`src/rtl/sfd_pkg.sv`:
```
package sfd_pkg;

   // defaults for the top-level parameters
   localparam int DEF_SAMPLE_RATE = 48000;
   localparam int DEF_LINE_DEPTH  = 96000;

   // sample and arithmetic widths
   localparam int SAMPLE_W = 24;
   localparam int MUL_A_W  = SAMPLE_W + 1;   // tap, or tap minus filter state
   localparam int MUL_G_W  = 17;             // unsigned Q1.15 gain plus sign
   localparam int PROD_W   = MUL_A_W + MUL_G_W - 15;
   localparam int SUM_W    = PROD_W + 1;
   localparam int Q15_SHIFT = 15;
   localparam int ROUND_HALF = 16384;

   // configuration port
   localparam int CSR_IDX_W  = 3;
   localparam int CSR_DATA_W = 16;

   localparam logic [CSR_IDX_W-1:0] CSR_DELAY_MODE    = 3'd0;
   localparam logic [CSR_IDX_W-1:0] CSR_TIME_MS       = 3'd1;
   localparam logic [CSR_IDX_W-1:0] CSR_TEMPO_SYNC    = 3'd2;
   localparam logic [CSR_IDX_W-1:0] CSR_TEMPO_BPM     = 3'd3;
   localparam logic [CSR_IDX_W-1:0] CSR_WET_LEVEL     = 3'd4;
   localparam logic [CSR_IDX_W-1:0] CSR_FEEDBACK_GAIN = 3'd5;
   localparam logic [CSR_IDX_W-1:0] CSR_MONO_INPUT    = 3'd6;

   // delay modes
   localparam logic [1:0] MODE_NORMAL    = 2'd0;
   localparam logic [1:0] MODE_PING_PONG = 2'd1;
   localparam logic [1:0] MODE_TAPE      = 2'd2;

   // register limits and reset values
   localparam logic [10:0] TIME_MIN      = 11'd1;
   localparam logic [10:0] TIME_MAX      = 11'd2000;
   localparam logic [10:0] TIME_RESET    = 11'd1;
   localparam logic [8:0]  BPM_MIN       = 9'd20;
   localparam logic [8:0]  BPM_MAX       = 9'd300;
   localparam logic [8:0]  BPM_RESET     = 9'd120;
   localparam logic [15:0] LEVEL_MAX     = 16'd32768;
   localparam logic [15:0] BYPASS_LEVEL  = 16'd33;
   localparam logic [14:0] FEEDBACK_MAX  = 15'd31129;
   localparam logic signed [MUL_G_W-1:0] TAPE_COEF = 17'sd9830;

   // delay length arithmetic
   localparam int MS_PER_SEC  = 1000;
   localparam int SEC_PER_MIN = 60;
   localparam int FRAC_N_W    = 9;
   localparam int FRAC_D_W    = 10;
   localparam int FRAC_N_MAX  = 333;
   localparam int DEN_W       = 19;   // 300 bpm times 1000

   localparam logic [10:0] BAND_QUARTER = 11'd200;
   localparam logic [10:0] BAND_THIRD   = 11'd500;
   localparam logic [10:0] BAND_HALF    = 11'd800;
   localparam logic [10:0] BAND_DOTTED  = 11'd1200;

   typedef struct packed {
      logic signed [SAMPLE_W-1:0] left_in;
      logic signed [SAMPLE_W-1:0] right_in;
      logic                       block_end;
   } req_payload_type;

   typedef struct packed {
      logic signed [SAMPLE_W-1:0] left_out;
      logic signed [SAMPLE_W-1:0] right_out;
      logic                       clipped;
      logic                       last_out;
   } rsp_payload_type;

   typedef enum logic [2:0] {
      ST_IDLE,
      ST_FETCH,
      ST_TAPE_MUL,
      ST_TAPE_ADD,
      ST_MUL,
      ST_ADD,
      ST_OUT
   } state_type;

   typedef enum logic [1:0] {
      STEP_FB_L,
      STEP_FB_R,
      STEP_LV_L,
      STEP_LV_R
   } step_type;

   typedef struct packed {
      logic [FRAC_N_W-1:0] n;
      logic [FRAC_D_W-1:0] d;
   } frac_type;

   typedef struct packed {
      logic                       clip;
      logic signed [SAMPLE_W-1:0] val;
   } sat_type;

   function automatic sat_type sat24(input logic signed [SUM_W-1:0] v);
      sat_type r;
      r.clip = 1'b0;
      r.val  = v[SAMPLE_W-1:0];
      if (v > 28'sd8388607) begin
         r.clip = 1'b1;
         r.val  = 24'sh7FFFFF;
      end else if (v < -28'sd8388608) begin
         r.clip = 1'b1;
         r.val  = 24'sh800000;
      end
      return r;
   endfunction

   // beat fraction n/d chosen by the time band
   function automatic frac_type beat_frac(input logic [10:0] t);
      frac_type f;
      priority if (t < BAND_QUARTER) begin
         f.n = 9'd1;   f.d = 10'd4;
      end else if (t < BAND_THIRD) begin
         f.n = 9'd333; f.d = 10'd1000;
      end else if (t < BAND_HALF) begin
         f.n = 9'd1;   f.d = 10'd2;
      end else if (t < BAND_DOTTED) begin
         f.n = 9'd3;   f.d = 10'd4;
      end else begin
         f.n = 9'd1;   f.d = 10'd1;
      end
      return f;
   endfunction

endpackage

```
`src/rtl/sfd_mul_q15.sv`:
```
// Shared multiplier: registered (a * g + half) >>> 15, i.e. rounded half up
// then floored.
module sfd_mul_q15 (
   input  logic                                clock,
   input  logic signed [sfd_pkg::MUL_A_W-1:0]  a,
   input  logic signed [sfd_pkg::MUL_G_W-1:0]  g,
   output logic signed [sfd_pkg::PROD_W-1:0]   q
);

   localparam int FULL_W = sfd_pkg::MUL_A_W + sfd_pkg::MUL_G_W;

   logic signed [FULL_W-1:0]          full;
   logic signed [sfd_pkg::PROD_W-1:0] q_ff;

   assign full = (FULL_W'(a) * FULL_W'(g)) + FULL_W'(sfd_pkg::ROUND_HALF);

   always_ff @(posedge clock) begin
      q_ff <= full[FULL_W-1:sfd_pkg::Q15_SHIFT];
   end

   assign q = q_ff;

endmodule

```
`config.mk`:
```
export PLATFORM = sky130hd
export DESIGN_NAME = sfd_mul_q15
export DESIGN_NICKNAME = d
export VERILOG_FILES = /design/src/rtl/sfd_pkg.sv /design/src/rtl/sfd_mul_q15.sv
export SDC_FILE = /design/constraint.sdc
export NUM_CORES = 1
export LEC_CHECK = 0
export ABC_AREA = 1
export BUFFER_PORTS_ARGS = -buffer_cell sky130_fd_sc_hd__buf_4
export CAP_MARGIN = 20
export CORE_MARGIN = 4
export CORE_UTILIZATION = 33
export CTS_CLUSTER_DIAMETER = 100
export DETAILED_ROUTE_END_ITERATION = 10
export SYNTH_ARGS = -nofsm -noshare
export SYNTH_HDL_FRONTEND = slang
export SYNTH_SLANG_ARGS = --single-unit
```
`constraint.sdc`:
```
create_clock -name clock -period 14.3 [get_ports clock]
set_input_delay 1.43 -clock clock [delete_from_list [all_inputs] [get_ports clock]]
set_output_delay 1.43 -clock clock [all_outputs]
set_load 0.1 [all_outputs]
```
==> results.py <==
metrics = {
    "cells_and_area": {
        "fillers": 5193,
        "multiInputGateArea_um2": 12990,
        "nets": 2671,
        "diodes": 0,
        "drive_above_1_share_pct": 4.159,
        "area_growth_pct": 6.481,
        "largest_reg_flops": 27,
        "regArea_um2": 540.5,
    },
    "global_routing": {
        "grt_pass1_wl_um": 73610,
        "grt_pass1_vias": 14244,
        "grt_antenna_before_repair": 0,
        "grt_max_degree": 27,
        "track_usage_pct": 16.97,
        "overflow": 0,
    },
    "run": {
        "drv_cap": 0,
    },
    "yosys": {
        "syn_inst": 2140,
        "synth_ff_type": "dfxtp_1",
        "synth_common_cells": "inv_1, nand2_1, fa_1",
        "netlist_area_um2": 16450,
        "ys_seq_area_share_pct": 3.286,
        "synthTopCellsByArea": "fa_1, inv_1, nand2_1",
        "synth_warnings": 0,
        "syn-num-nets": 2694,
        "synth_top_area_share_pct": 50.64,
        "synth_cell_types": 33,
        "async_flop_share_pct": 0,
        "yosys.area.top_type": "fa_1",
        "syn_area_per_cell_um2": 7.686,
        "synth_most_common_cell": "inv_1",
        "synth_edf_count": 0,
        "ys_seq_elements": 27,
    },
    "cts": {
        "cts.htree.levels": 1,
        "clock_sinks": 27,
        "holdBufCountCts": 0,
        "clockRootBuffer": "clkbuf_16",
        "cts_inserted_buffers": 3,
        "cts_setup_buffers": 0,
        "clk_path_buf_depth": 2,
        "clk_pin_slew_ns": 0.08,
        "cts_tree": "built",
        "ctsResizeCount": 0,
    },
    "floorplan": {
        "die_area_um2": 53470,
        "num_rows": 81,
        "fp.dieW_um": 231.2,
        "fp.dieH_um": 231.2,
        "core_area_um2": 49150,
        "initial_core_util_pct": 33.46,
        "io_pins": 70,
    },
    "placed_design": {
        "io_buffers": 69,
        "dp_hpwl_um": 36140,
        "gp_congestion": 0.8988,
    },
    "worst_setup_path": {
        "worstSetupEndpointType": "flip-flop",
        "critPathMaxStageDelay_ns": 0.64,
        "slowest_stage": "fa_1",
        "required_ns": 14.51,
        "worstPathArrival_ns": 7.30,
        "crit_path_start_kind": "input port",
        "cp_common_cell": "fa_1",
        "worstPathMaxFanout": 25,
        "path_cells": "buf_4 -> nand2_1 -> fa_1 -> inv_1 -> fa_1 -> inv_1 -> fa_1 -> fa_1 -> fa_1 -> fa_1 -> inv_1 -> ha_1 -> nand2_1 -> nor2_1 -> nand2_1 -> nor3_1 -> nand3_1 -> nand3b_1 -> nand2_1 -> nand2_1",
        "crit_type": "input port to flip-flop",
    },
    "hold_path": {
        "worstHoldEndpoint": "q[22]",
        "hp-class": "input port to flip-flop",
        "whs_path_depth": 6,
        "min_from": "a[0]",
    },
    "sta": {
        "rsz0062_at_grt": "no",
        "fin_crit_sh_pct": 49.60,
        "final_hold_viol_count": 0,
        "fin_crit_ns": 7.093,
        "finalSetupTns_ns": 0,
        "max_freq_mhz": 141.0,
        "relSlewSlack_pct": 29.96,
        "tightest_slew_ns": 1.049,
        "setup_viol": 0,
        "drv_slew": 0,
    },
    "routing": {
        "wl_per_cell_um": 15.61,
        "drt_iter0_markers": 622,
        "vias": 12754,
        "dr.pass1.iters": 5,
        "wl_met3_um": 1874,
        "dr_wl_met2_um": 22530,
        "wl_met1_um": 18070,
        "vias_per_cell": 4.588,
        "dr.max_layer_used": "met4",
        "wirelength_um": 43390,
        "ant_nets": 0,
        "drc_errors": 0,
    },
    "run_status": {
        "run_status": "finished, final reports clean",
    },
}
worst max-delay path: cells and delay by family:
family	cells	cell delay, ns
buffers and inverters	4	0.66
adder cells (fa/ha/maj)	7	3.66
AND/OR/NAND/NOR	9	1.55
cells by family after synthesis:
family                     share of synthesized area (%)
AOI/OAI and AO/OA                                  2.929
buffers and inverters                              17.74
adders and majority gates                          57.86
DFF                                                3.286
and+or+nand+nor                                    17.12
xor gates and xnor gates                           1.065
stage by stage:
step	utilization (%)	hold WS, ns	cell area [µm²]	setup slack [ns]	cells
2_1_floorplan	-	1.782	16450	7.541	2140
3_3_place_gp	35.46	1.929	17430	6.967	2776
3_5_place_dp	35.46	1.928	17430	6.954	2776
4_1_cts	35.63	1.940	17510	7.201	2780
5_1_grt	35.63	1.999	17510	6.787	2780
6_report	35.63	1.946	17510	7.207	2780
layer usage:
| layer | track usage [%] | vias to the layer above |
|---|---|---|
| met3 | 1.241 | 61 |
| met5 | 0 | - |
| met1 | 21.86 | 6512 |
| li1 | - | 5845 |
| met4 | 3.458 | 0 |
| met2 | 31.34 | 336 |
worst max path at each step:
stage | from | endpoint | cells after the start
2_1_floorplan | a[24] | q[26] | 20
3_3_place_gp | g[5] | q[26] | 20
3_5_place_dp | g[5] | q[26] | 20
4_1_cts | g[5] | q[26] | 20
5_1_grt | g[5] | q[26] | 20
6_report | g[5] | q[26] | 20
placed cells by master, fill, tap and decap left out, types with 22 or more instances in the layout:
master,instances
nand2_1,572
ha_1,95
inv_1,679
fa_1,416
nor2_1,92
a21oi_1,37
buf_4,69
dfxtp_1,27
o21ai_0,22
nand3_1,29
layout make-up:
class	instances	share of cell area (%)
timing repair buffer	69	2.958
clock inverter	1	0.04287
clock buffer	3	0.4287
inverter	680	14.57
sequential	27	3.086
tap	664	4.744
multi-input combinational	1336	74.17
Power is not shown: default switching activity piles up to over one toggle a cycle in this logic, so the estimate is an artifact.
