File: src/rtl/sfd_pkg.sv
package sfd_pkg;

   // defaults for the top-level parameters
   localparam int DEF_SAMPLE_RATE = 48000;
   localparam int DEF_LINE_DEPTH  = 96000;

   // sample and arithmetic widths
   localparam int SAMPLE_W = 24;
   localparam int MUL_A_W  = SAMPLE_W + 1;   // tap, or tap minus filter state
   localparam int MUL_G_W  = 17;             // unsigned Q1.15 gain plus sign
   localparam int PROD_W   = MUL_A_W + MUL_G_W - 15;
   localparam int SUM_W    = PROD_W + 1;
   localparam int Q15_SHIFT = 15;
   localparam int ROUND_HALF = 16384;

   // configuration port
   localparam int CSR_IDX_W  = 3;
   localparam int CSR_DATA_W = 16;

   localparam logic [CSR_IDX_W-1:0] CSR_DELAY_MODE    = 3'd0;
   localparam logic [CSR_IDX_W-1:0] CSR_TIME_MS       = 3'd1;
   localparam logic [CSR_IDX_W-1:0] CSR_TEMPO_SYNC    = 3'd2;
   localparam logic [CSR_IDX_W-1:0] CSR_TEMPO_BPM     = 3'd3;
   localparam logic [CSR_IDX_W-1:0] CSR_WET_LEVEL     = 3'd4;
   localparam logic [CSR_IDX_W-1:0] CSR_FEEDBACK_GAIN = 3'd5;
   localparam logic [CSR_IDX_W-1:0] CSR_MONO_INPUT    = 3'd6;

   // delay modes
   localparam logic [1:0] MODE_NORMAL    = 2'd0;
   localparam logic [1:0] MODE_PING_PONG = 2'd1;
   localparam logic [1:0] MODE_TAPE      = 2'd2;

   // register limits and reset values
   localparam logic [10:0] TIME_MIN      = 11'd1;
   localparam logic [10:0] TIME_MAX      = 11'd2000;
   localparam logic [10:0] TIME_RESET    = 11'd1;
   localparam logic [8:0]  BPM_MIN       = 9'd20;
   localparam logic [8:0]  BPM_MAX       = 9'd300;
   localparam logic [8:0]  BPM_RESET     = 9'd120;
   localparam logic [15:0] LEVEL_MAX     = 16'd32768;
   localparam logic [15:0] BYPASS_LEVEL  = 16'd33;
   localparam logic [14:0] FEEDBACK_MAX  = 15'd31129;
   localparam logic signed [MUL_G_W-1:0] TAPE_COEF = 17'sd9830;

   // delay length arithmetic
   localparam int MS_PER_SEC  = 1000;
   localparam int SEC_PER_MIN = 60;
   localparam int FRAC_N_W    = 9;
   localparam int FRAC_D_W    = 10;
   localparam int FRAC_N_MAX  = 333;
   localparam int DEN_W       = 19;   // 300 bpm times 1000

   localparam logic [10:0] BAND_QUARTER = 11'd200;
   localparam logic [10:0] BAND_THIRD   = 11'd500;
   localparam logic [10:0] BAND_HALF    = 11'd800;
   localparam logic [10:0] BAND_DOTTED  = 11'd1200;

   typedef struct packed {
      logic signed [SAMPLE_W-1:0] left_in;
      logic signed [SAMPLE_W-1:0] right_in;
      logic                       block_end;
   } req_payload_type;

   typedef struct packed {
      logic signed [SAMPLE_W-1:0] left_out;
      logic signed [SAMPLE_W-1:0] right_out;
      logic                       clipped;
      logic                       last_out;
   } rsp_payload_type;

   typedef enum logic [2:0] {
      ST_IDLE,
      ST_FETCH,
      ST_TAPE_MUL,
      ST_TAPE_ADD,
      ST_MUL,
      ST_ADD,
      ST_OUT
   } state_type;

   typedef enum logic [1:0] {
      STEP_FB_L,
      STEP_FB_R,
      STEP_LV_L,
      STEP_LV_R
   } step_type;

   typedef struct packed {
      logic [FRAC_N_W-1:0] n;
      logic [FRAC_D_W-1:0] d;
   } frac_type;

   typedef struct packed {
      logic                       clip;
      logic signed [SAMPLE_W-1:0] val;
   } sat_type;

   function automatic sat_type sat24(input logic signed [SUM_W-1:0] v);
      sat_type r;
      r.clip = 1'b0;
      r.val  = v[SAMPLE_W-1:0];
      if (v > 28'sd8388607) begin
         r.clip = 1'b1;
         r.val  = 24'sh7FFFFF;
      end else if (v < -28'sd8388608) begin
         r.clip = 1'b1;
         r.val  = 24'sh800000;
      end
      return r;
   endfunction

   // beat fraction n/d chosen by the time band
   function automatic frac_type beat_frac(input logic [10:0] t);
      frac_type f;
      priority if (t < BAND_QUARTER) begin
         f.n = 9'd1;   f.d = 10'd4;
      end else if (t < BAND_THIRD) begin
         f.n = 9'd333; f.d = 10'd1000;
      end else if (t < BAND_HALF) begin
         f.n = 9'd1;   f.d = 10'd2;
      end else if (t < BAND_DOTTED) begin
         f.n = 9'd3;   f.d = 10'd4;
      end else begin
         f.n = 9'd1;   f.d = 10'd1;
      end
      return f;
   endfunction

endpackage

File: src/rtl/sfd_len_div.sv
// Restoring divider, one quotient bit per cycle. start wins over a run
// already in progress.
module sfd_len_div #(
   parameter int NUM_W = 31,
   parameter int DEN_W = sfd_pkg::DEN_W
) (
   input  logic             clock,
   input  logic             reset,
   input  logic             start,
   input  logic [NUM_W-1:0] num,
   input  logic [DEN_W-1:0] den,
   output logic             busy,
   output logic             done,
   output logic [NUM_W-1:0] quo
);

   localparam int CNT_W = $clog2(NUM_W + 1);

   logic             run_ff;
   logic             done_ff;
   logic [CNT_W-1:0] cnt_ff;
   logic [DEN_W-1:0] rem_ff;
   logic [DEN_W-1:0] den_ff;
   logic [NUM_W-1:0] quo_ff;

   logic [DEN_W:0]   rem_sh;
   logic             ge;
   logic [DEN_W-1:0] rem_in;

   assign rem_sh = {rem_ff, quo_ff[NUM_W-1]};
   assign ge     = rem_sh >= {1'b0, den_ff};
   assign rem_in = ge ? DEN_W'(rem_sh - {1'b0, den_ff}) : rem_sh[DEN_W-1:0];

   always_ff @(posedge clock) begin
      if (reset) begin
         run_ff  <= 1'b0;
         done_ff <= 1'b0;
         cnt_ff  <= '0;
      end else if (start) begin
         run_ff  <= 1'b1;
         done_ff <= 1'b0;
         cnt_ff  <= CNT_W'(NUM_W);
      end else if (run_ff) begin
         cnt_ff <= cnt_ff - 1'b1;
         if (cnt_ff == CNT_W'(1)) begin
            run_ff  <= 1'b0;
            done_ff <= 1'b1;
         end
      end else begin
         done_ff <= 1'b0;
      end
   end

   always_ff @(posedge clock) begin
      if (start) begin
         quo_ff <= num;
         rem_ff <= '0;
         den_ff <= den;
      end else if (run_ff) begin
         quo_ff <= {quo_ff[NUM_W-2:0], ge};
         rem_ff <= rem_in;
      end
   end

   assign busy = run_ff | done_ff;
   assign done = done_ff;
   assign quo  = quo_ff;

endmodule

File: config.mk
export PLATFORM = sky130hd
export DESIGN_NAME = sfd_len_div
export DESIGN_NICKNAME = d
export VERILOG_FILES = /design/src/rtl/sfd_pkg.sv /design/src/rtl/sfd_len_div.sv
export SDC_FILE = /design/constraint.sdc
export NUM_CORES = 1
export LEC_CHECK = 0
export BUFFER_PORTS_ARGS = -buffer_cell sky130_fd_sc_hd__buf_4
export CAP_MARGIN = 10
export CORE_ASPECT_RATIO = 0.8
export CORE_MARGIN = 5
export CORE_UTILIZATION = 35
export CTS_BUF_LIST = sky130_fd_sc_hd__clkbuf_8 sky130_fd_sc_hd__clkbuf_16
export DETAILED_ROUTE_END_ITERATION = 10
export GPL_ROUTABILITY_DRIVEN = 0
export HOLD_SLACK_MARGIN = 0.05
export PLACE_DENSITY = 0.52
export SLEW_MARGIN = 5
export SYNTH_ARGS = -nofsm -noshare
export SYNTH_HDL_FRONTEND = slang
export SYNTH_SLANG_ARGS = --single-unit
File: constraint.sdc
create_clock -name clock -period 3.28 [get_ports clock]
set_clock_uncertainty 0.1 [all_clocks]
set_input_delay 0 -clock clock [delete_from_list [all_inputs] [get_ports clock]]
set_output_delay 0 -clock clock [all_outputs]
set_load 0.05 [all_outputs]
==> results of run 1 <==
-- worst max path at each step --
stage	from	endpoint	depth (start not counted)	slack [ns]
floorplan	quo[30]	rem_ff[14]	12	0.27
global placement	quo[30]	rem_ff[14]	10	0.39
detailed placement	quo[30]	rem_ff[14]	10	0.28
CTS	quo[30]	rem_ff[14]	10	0.25
global route	quo[30]	rem_ff[18]	10	0.01
finish	quo[30]	rem_ff[14]	10	0.29
-- through the flow --
stage / area (um^2) / instances / util
finish: 5630 / 644 / 0.511
global route: 5630 / 644 / 0.511
CTS: 5630 / 644 / 0.511
detailed placement: 4770 / 577 / 0.433
global placement: 4770 / 577 / 0.433
floorplan: 3990 / 358 / -
-- report_power, final --
group / internal, mW / switching (mW) / total [mW]
Sequential: 1.11 / 0.0399 / 1.15
Combinational: 0.250 / 0.344 / 0.594
Clock: 0.748 / 0.411 / 1.16
-- logic make-up after synthesis --
family	Yosys count	synth area share
simple gates	84	0.102
flops	76	0.506
compound gates	75	0.126
buf+inv	43	0.0467
mux	37	0.102
fa+ha+maj	22	0.0708
xor+xnor	21	0.0461
-- repair_timing --
action | CTS | global route
resized for setup | 0 | 1
hold endpoints to repair | 57 | 0
hold buffers | 51 | 0
endpoints found under the setup margin | 0 | 11
buffers inserted | 0 | 0
-- cell usage in the layout, fill, tap and decap left out, types with 2 or more instances in the layout --
cell	instances
buf_4	90
dlygate4sd3_1	51
edfxtp_1	50
mux2_2	31
inv_1	28
nor2_1	26
dfxtp_1	26
nand2_1	24
ha_1	21
a21oi_1	15
o21ai_0	15
xnor2_1	13
nand3_1	9
clkbuf_16	9
a211oi_1	8
xor2_1	8
a32oi_1	8
mux2i_1	6
nand2b_1	4
o21ai_1	4
a21o_1	3
nand4_1	3
o31ai_1	3
nor3_1	3
o311ai_1	3
bufinv_16	3
a31oi_1	2
o21a_1	2
a211o_1	2
o211ai_1	2
and3_1	2
or2_2	2
nor2b_1	2
o41ai_1	2
clkinvlp_4	2
inv_6	2
-- area by class of cell --
cell class	count	share of cell area
Timing Repair Buffer	141	0.211
Clock buffer	9	0.0400
Multi-Input combinational cell	239	0.317
Clock inverter	7	0.0218
Inverter	28	0.0187
Tap cell	144	0.0320
Sequential cell	76	0.359
-- routing by layer --
layer / global-route usage / vias up / share of wire
met5: 0 / - / 0
met4: 0.0415 / 0 / 0.014
met3: 0.0465 / 10 / 0.052
met2: 0.232 / 71 / 0.46
met1: 0.207 / 1511 / 0.47
li1: - / 1591 / -
-- registers in the layout, indices dropped and copies added, names as in the netlist --
signal	flops
den_ff	19
cnt_ff	5
quo	31
rem_ff	19
done	1
run_ff	1
-- worst max-delay path, delay by kind of cell (launching register included) --
| kind | cells | cell delay [ns] |
|---|---|---|
| fa+ha+maj | 2 | 0.62 |
| buf+inv | 1 | 0.05 |
| compound gates | 4 | 0.77 |
| simple gates | 3 | 0.94 |
| flops | 1 | 0.37 |
==> impl_metrics.csv, run 1 <==
group,metric,value,unit
worst_setup_path,ff2ff_setup_slack,0.29,ns
yosys,synth.top_cell.area_share,0.376,
sta,hold_ws,0.0637,ns
yosys,async_flop_share,0,
hold_path,hold_class,"in -> reg",
worst_setup_path,endpoint_kind,"flip-flop",
worst_setup_path,slowest_delay,0.47,ns
yosys,synth_top_cells_by_area,"edfxtp_1 38%, dfxtp_1 13%, mux2_2 8.7%",
layout,syn2layout_area_growth,40.9,%
worst_setup_path,path_cells,"inv_1 > ha_1 > fa_1 > nand2b_1 > a21oi_1 > o21ai_0 > and4_1 > or2_2 > a32oi_1 > o31ai_1",
die,core-area,11000,um^2
yosys,yosys.area.top_type,"edfxtp_1",
die,fp.dieH,106,um
yosys,synth-seq-cells,76,
yosys,netlist_instances,358,
clock_network,h-tree-depth,3,
sta,setup_slack,0.292,ns
clock_network,clock_path_buffers,2,
grt,antenna_found_initial,0,
die,num_rows,34,
yosys,ys.warnings.count,0,
die,die_area,13700,um^2
route,viasPerCell,4.94,
run_status,outcome,"completed",
layout,multi_input_area,1790,um^2
hold_path,holdPathEnd,"den_ff[12]",
grt,grt_max_degree,44,
sta,fin_tns_setup,0,ns
yosys,synth_common_cells,"50 x edfxtp_1, 31 x mux2_2, 28 x inv_1",
power,power_density,516,nW/um^2
route,firstDrtPassIters,4,
worst_setup_path,critPathRequiredTime,3.39,ns
clock_network,cts_tree,"done",
layout,final_net_count,570,
place,dpl.hpwl,6660,um
die,start_util,0.362,
route,drtAntennaViolNets,0,
hold_path,min_from,"start",
power,p_leak,2.34,nW
yosys,synthDistinctLibCells,52,
route,drcViolationCount,0,
power,peakVddDrop,0.000300,V
grt,overflow,0,
yosys,synth_ff_type,"edfxtp_1",
sta,max_freq,335,MHz
worst_setup_path,r2r_cells,10,
route,first_iter_violations,199,
sta,fin_crit,2.99,ns
yosys,synth_most_common_cell,"edfxtp_1",
yosys,avgSynthCellArea,11.2,um^2
clock_network,worstSkewPairLatency,0.34,ns
grt,grt_usage,0.151,
layout,fillers,999,
place,io_buffers,85,
sta,maxSlewHeadroom,0.567,
route,dr_total_vias,3183,
sta,finalMaxSlewViolations,0,
clock_network,cts-root-buf,"clkbuf_16",
sta,hold_viol,0,
job,drv_cap,0,
sta,setup_viol,0,
worst_setup_path,cp.arrival,3.10,ns
hold_path,hold_depth,1,
worst_setup_path,timing.rr.start,"quo[30]",
die,die-width,129,um
yosys,syn-cell-area,3990,um^2
clock_network,cts_buffers,9,
layout,seq_area,2020,um^2
worst_setup_path,cp_max_fo,17,
sta,worst_pin_slew,0.645,ns
die,ios,86,
route,avgRoutedWirePerCell,15.1,um
layout,antenna_cells,0,
worst_setup_path,r2r-end,"rem_ff[14]",
route,wirelength,9700,um
yosys,synth_edf_count,50,
grt,grt_pass1_wl,16300,um
grt,grt_pass1_vias,3237,
layout,drive_gt1_frac,0.286,
yosys,synth_nets,433,
worst_setup_path,setup.worst_path.class,"reg -> reg",
place,dpl_worst_slack,0.279,ns
worst_setup_path,startpoint_type,"flip-flop",
sta,final.period_utilization,0.911,
worst_setup_path,cp_slowest_cell,"or2_2",
sta,rsz0062_at_grt,"false",
clock_network,numClockSinks,76,
yosys,seq_area_frac_synth,0.506,
clock_network,clkTransAtPathRegs,0.06,ns
power,power,2.90,mW
Power figures use the tool's default switching activity.
==> run 2, diff against run 1 <==
clock period = 3.2 ns   (was 3.28 ns; I/O delays follow)
==> run 2 against run 1 <==
Design area increased by 0.16%. Routed wire length decreased by 0.43%. Sequential share of layout area decreased by 0.056 points. Worst hold slack got worse by 0.0079 ns. Power increased by 1.3%. Non-clock buffer count increased by 2. Clock-buffer cell count unchanged. Critical path depth decreased by 1. Sequential power about the same. Largest cell class unchanged.
==> impl_metrics.csv, run 2 (synthesized netlist as in run 1, its figures left out) <==
group,metric,value,unit
run_status,outcome,"completed",
clock_network,worstSkewPairLatency,0.33,ns
power,p_switching,787,uW
clock_network,post-cts-setup-buffers,0,
sta,fin_crit,2.94,ns
die,die_area,13700,um^2
sta,rsz0062_at_grt,"false",
clock_network,clkTransAtPathRegs,0.06,ns
route,dr_total_vias,3161,
place,place_area,4780,um^2
clock_network,numClockSinks,76,
grt,antenna_found_initial,0,
worst_setup_path,endpoint_kind,"flip-flop",
route,wirelength,9660,um
layout,largest_reg_flops,31,
clock_network,cts_buffers,9,
sta,setup_viol,0,
worst_setup_path,endpoint,"rem_ff[14]",
worst_setup_path,r2r-end,"rem_ff[14]",
power,power_density,522,nW/um^2
job,drv_cap,0,
power,power_frac_seq,0.401,
route,first_iter_violations,214,
worst_setup_path,r2r_cells,9,
route,viasPerCell,4.89,
place,dpl_worst_slack,0.265,ns
grt,grt_pass1_vias,3247,
power,peakVddDrop,0.000249,V
sta,hold_ws,0.0558,ns
place,dpl.hpwl,6730,um
layout,final_cell_mix,"92 x buf_4, 51 x dlygate4sd3_1, 50 x edfxtp_1",
sta,maxSlewHeadroom,0.531,
power,combPwrFrac,0.207,
layout,final_net_count,572,
power,p_leak,2.36,nW
worst_setup_path,cp-startpoint,"den_ff[11]",
clock_network,cts-root-buf,"clkbuf_16",
sta,finalMaxSlewViolations,0,
die,fp.dieH,106,um
clock_network,hold_buffers,51,
clock_network,cts_resized,0,
place,io_buffers,85,
clock_network,cts_tree,"done",
die,core-area,11000,um^2
layout,antenna_cells,0,
layout,fillers,1012,
grt,grt_max_degree,44,
worst_setup_path,critPathRequiredTime,3.29,ns
sta,fin_tns_setup,0,ns
die,start_util,0.362,
layout,multi_input_area,1790,um^2
power,p_sw_frac,0.268,
die,ios,86,
grt,grt_pass1_wl,15900,um
layout,fin_area,5640,um^2
worst_setup_path,ff2ff_setup_slack,0.26,ns
worst_setup_path,startpoint_type,"flip-flop",
sta,max_freq,340,MHz
layout,final_common_cell,"buf_4",
worst_setup_path,cp.arrival,3.03,ns
power,intPower,2.15,mW
die,die-width,129,um
grt,overflow,0,
sta,worst_pin_slew,0.697,ns
route,firstDrtPassIters,4,
clock_network,h-tree-depth,3,
sta,final.period_utilization,0.920,
sta,setup_slack,0.257,ns
worst_setup_path,setup.worst_path.class,"reg -> reg",
layout,drive_gt1_frac,0.285,
worst_setup_path,timing.rr.start,"den_ff[11]",
sta,hold_viol,0,
place,dp.cells,579,
power,power_frac_clock,0.393,
route,avgRoutedWirePerCell,15.0,um
route,drtAntennaViolNets,0,
layout,stdcell_count,646,
worst_setup_path,cp_max_fo,17,
layout,syn2layout_area_growth,41.1,%
clock_network,clock_path_buffers,2,
die,num_rows,34,
hold_path,hold_class,"in -> reg",
grt,grt_usage,0.148,
layout,seq_area,2020,um^2
route,drcViolationCount,0,
## run 2: cell count changes in the layout (fill, tap and decap cells not counted)
cell        delta
inv_6          -2
buf_4          +2
or2_1          +1
clkinvlp_4     -2
clkinv_2       +1
inv_1          +1
or2_2          -1
clkinv_4       +2
## run 2: power by group through the flow
stage / combinational [mW] / sequential (mW) / clock (mW)
floorplan: 0.239 / 1.34 / 0
global placement: 0.559 / 1.20 / 0
detailed placement: 0.561 / 1.20 / 0
CTS: 0.613 / 1.18 / 1.19
global route: 0.660 / 1.19 / 1.23
finish: 0.609 / 1.18 / 1.15
## run 2: worst max-delay path, stage by stage (launching register included)
cell	delay (ns)
edfxtp_1	0.34
inv_1	0.05
ha_1	0.44
nand4_2	0.19
or3_1	0.37
and3_1	0.19
a22o_1	0.25
or2_1	0.48
a32oi_1	0.30
o31ai_1	0.10
## run 2: layout make-up
class,count,area share
well taps,144,0.0320
multi-input cells,239,0.317
clock inverters,7,0.0206
flip-flops and latches,76,0.359
inverters,28,0.0187
clock buffers,9,0.0400
repair buffers,143,0.213
## run 2: metal layers
| metal | vias to the layer above | routed length (um) | part of all wire | GRT usage |
|---|---|---|---|---|
| met5 | - | 0 | 0 | 0 |
| met4 | 0 | 161 | 0.017 | 0.0556 |
| met3 | 11 | 436 | 0.045 | 0.0354 |
| met2 | 66 | 4500 | 0.47 | 0.232 |
| met1 | 1493 | 4570 | 0.47 | 0.199 |
| li1 | 1591 | - | - | - |
## run 2: per-stage QoR
step	utilization	power (mW)
after global routing	0.511	3.08
after global placement	0.434	1.76
final	0.511	2.94
after floorplan	-	1.57
after detailed placement	0.434	1.76
after CTS	0.511	2.98
## run 2: worst min-delay path by stage
stage | endpoint | from | cells past startpoint | slack [ns]
after floorplan | cnt_ff[0] | reset | 1 | -0.03
after global placement | den_ff[15] | den[15] | 1 | 0.08
after detailed placement | den_ff[1] | den[1] | 1 | 0.08
after CTS | den_ff[11] | start | 1 | 0.08
after global routing | den_ff[11] | start | 1 | 0.09
final | den_ff[11] | start | 1 | 0.06
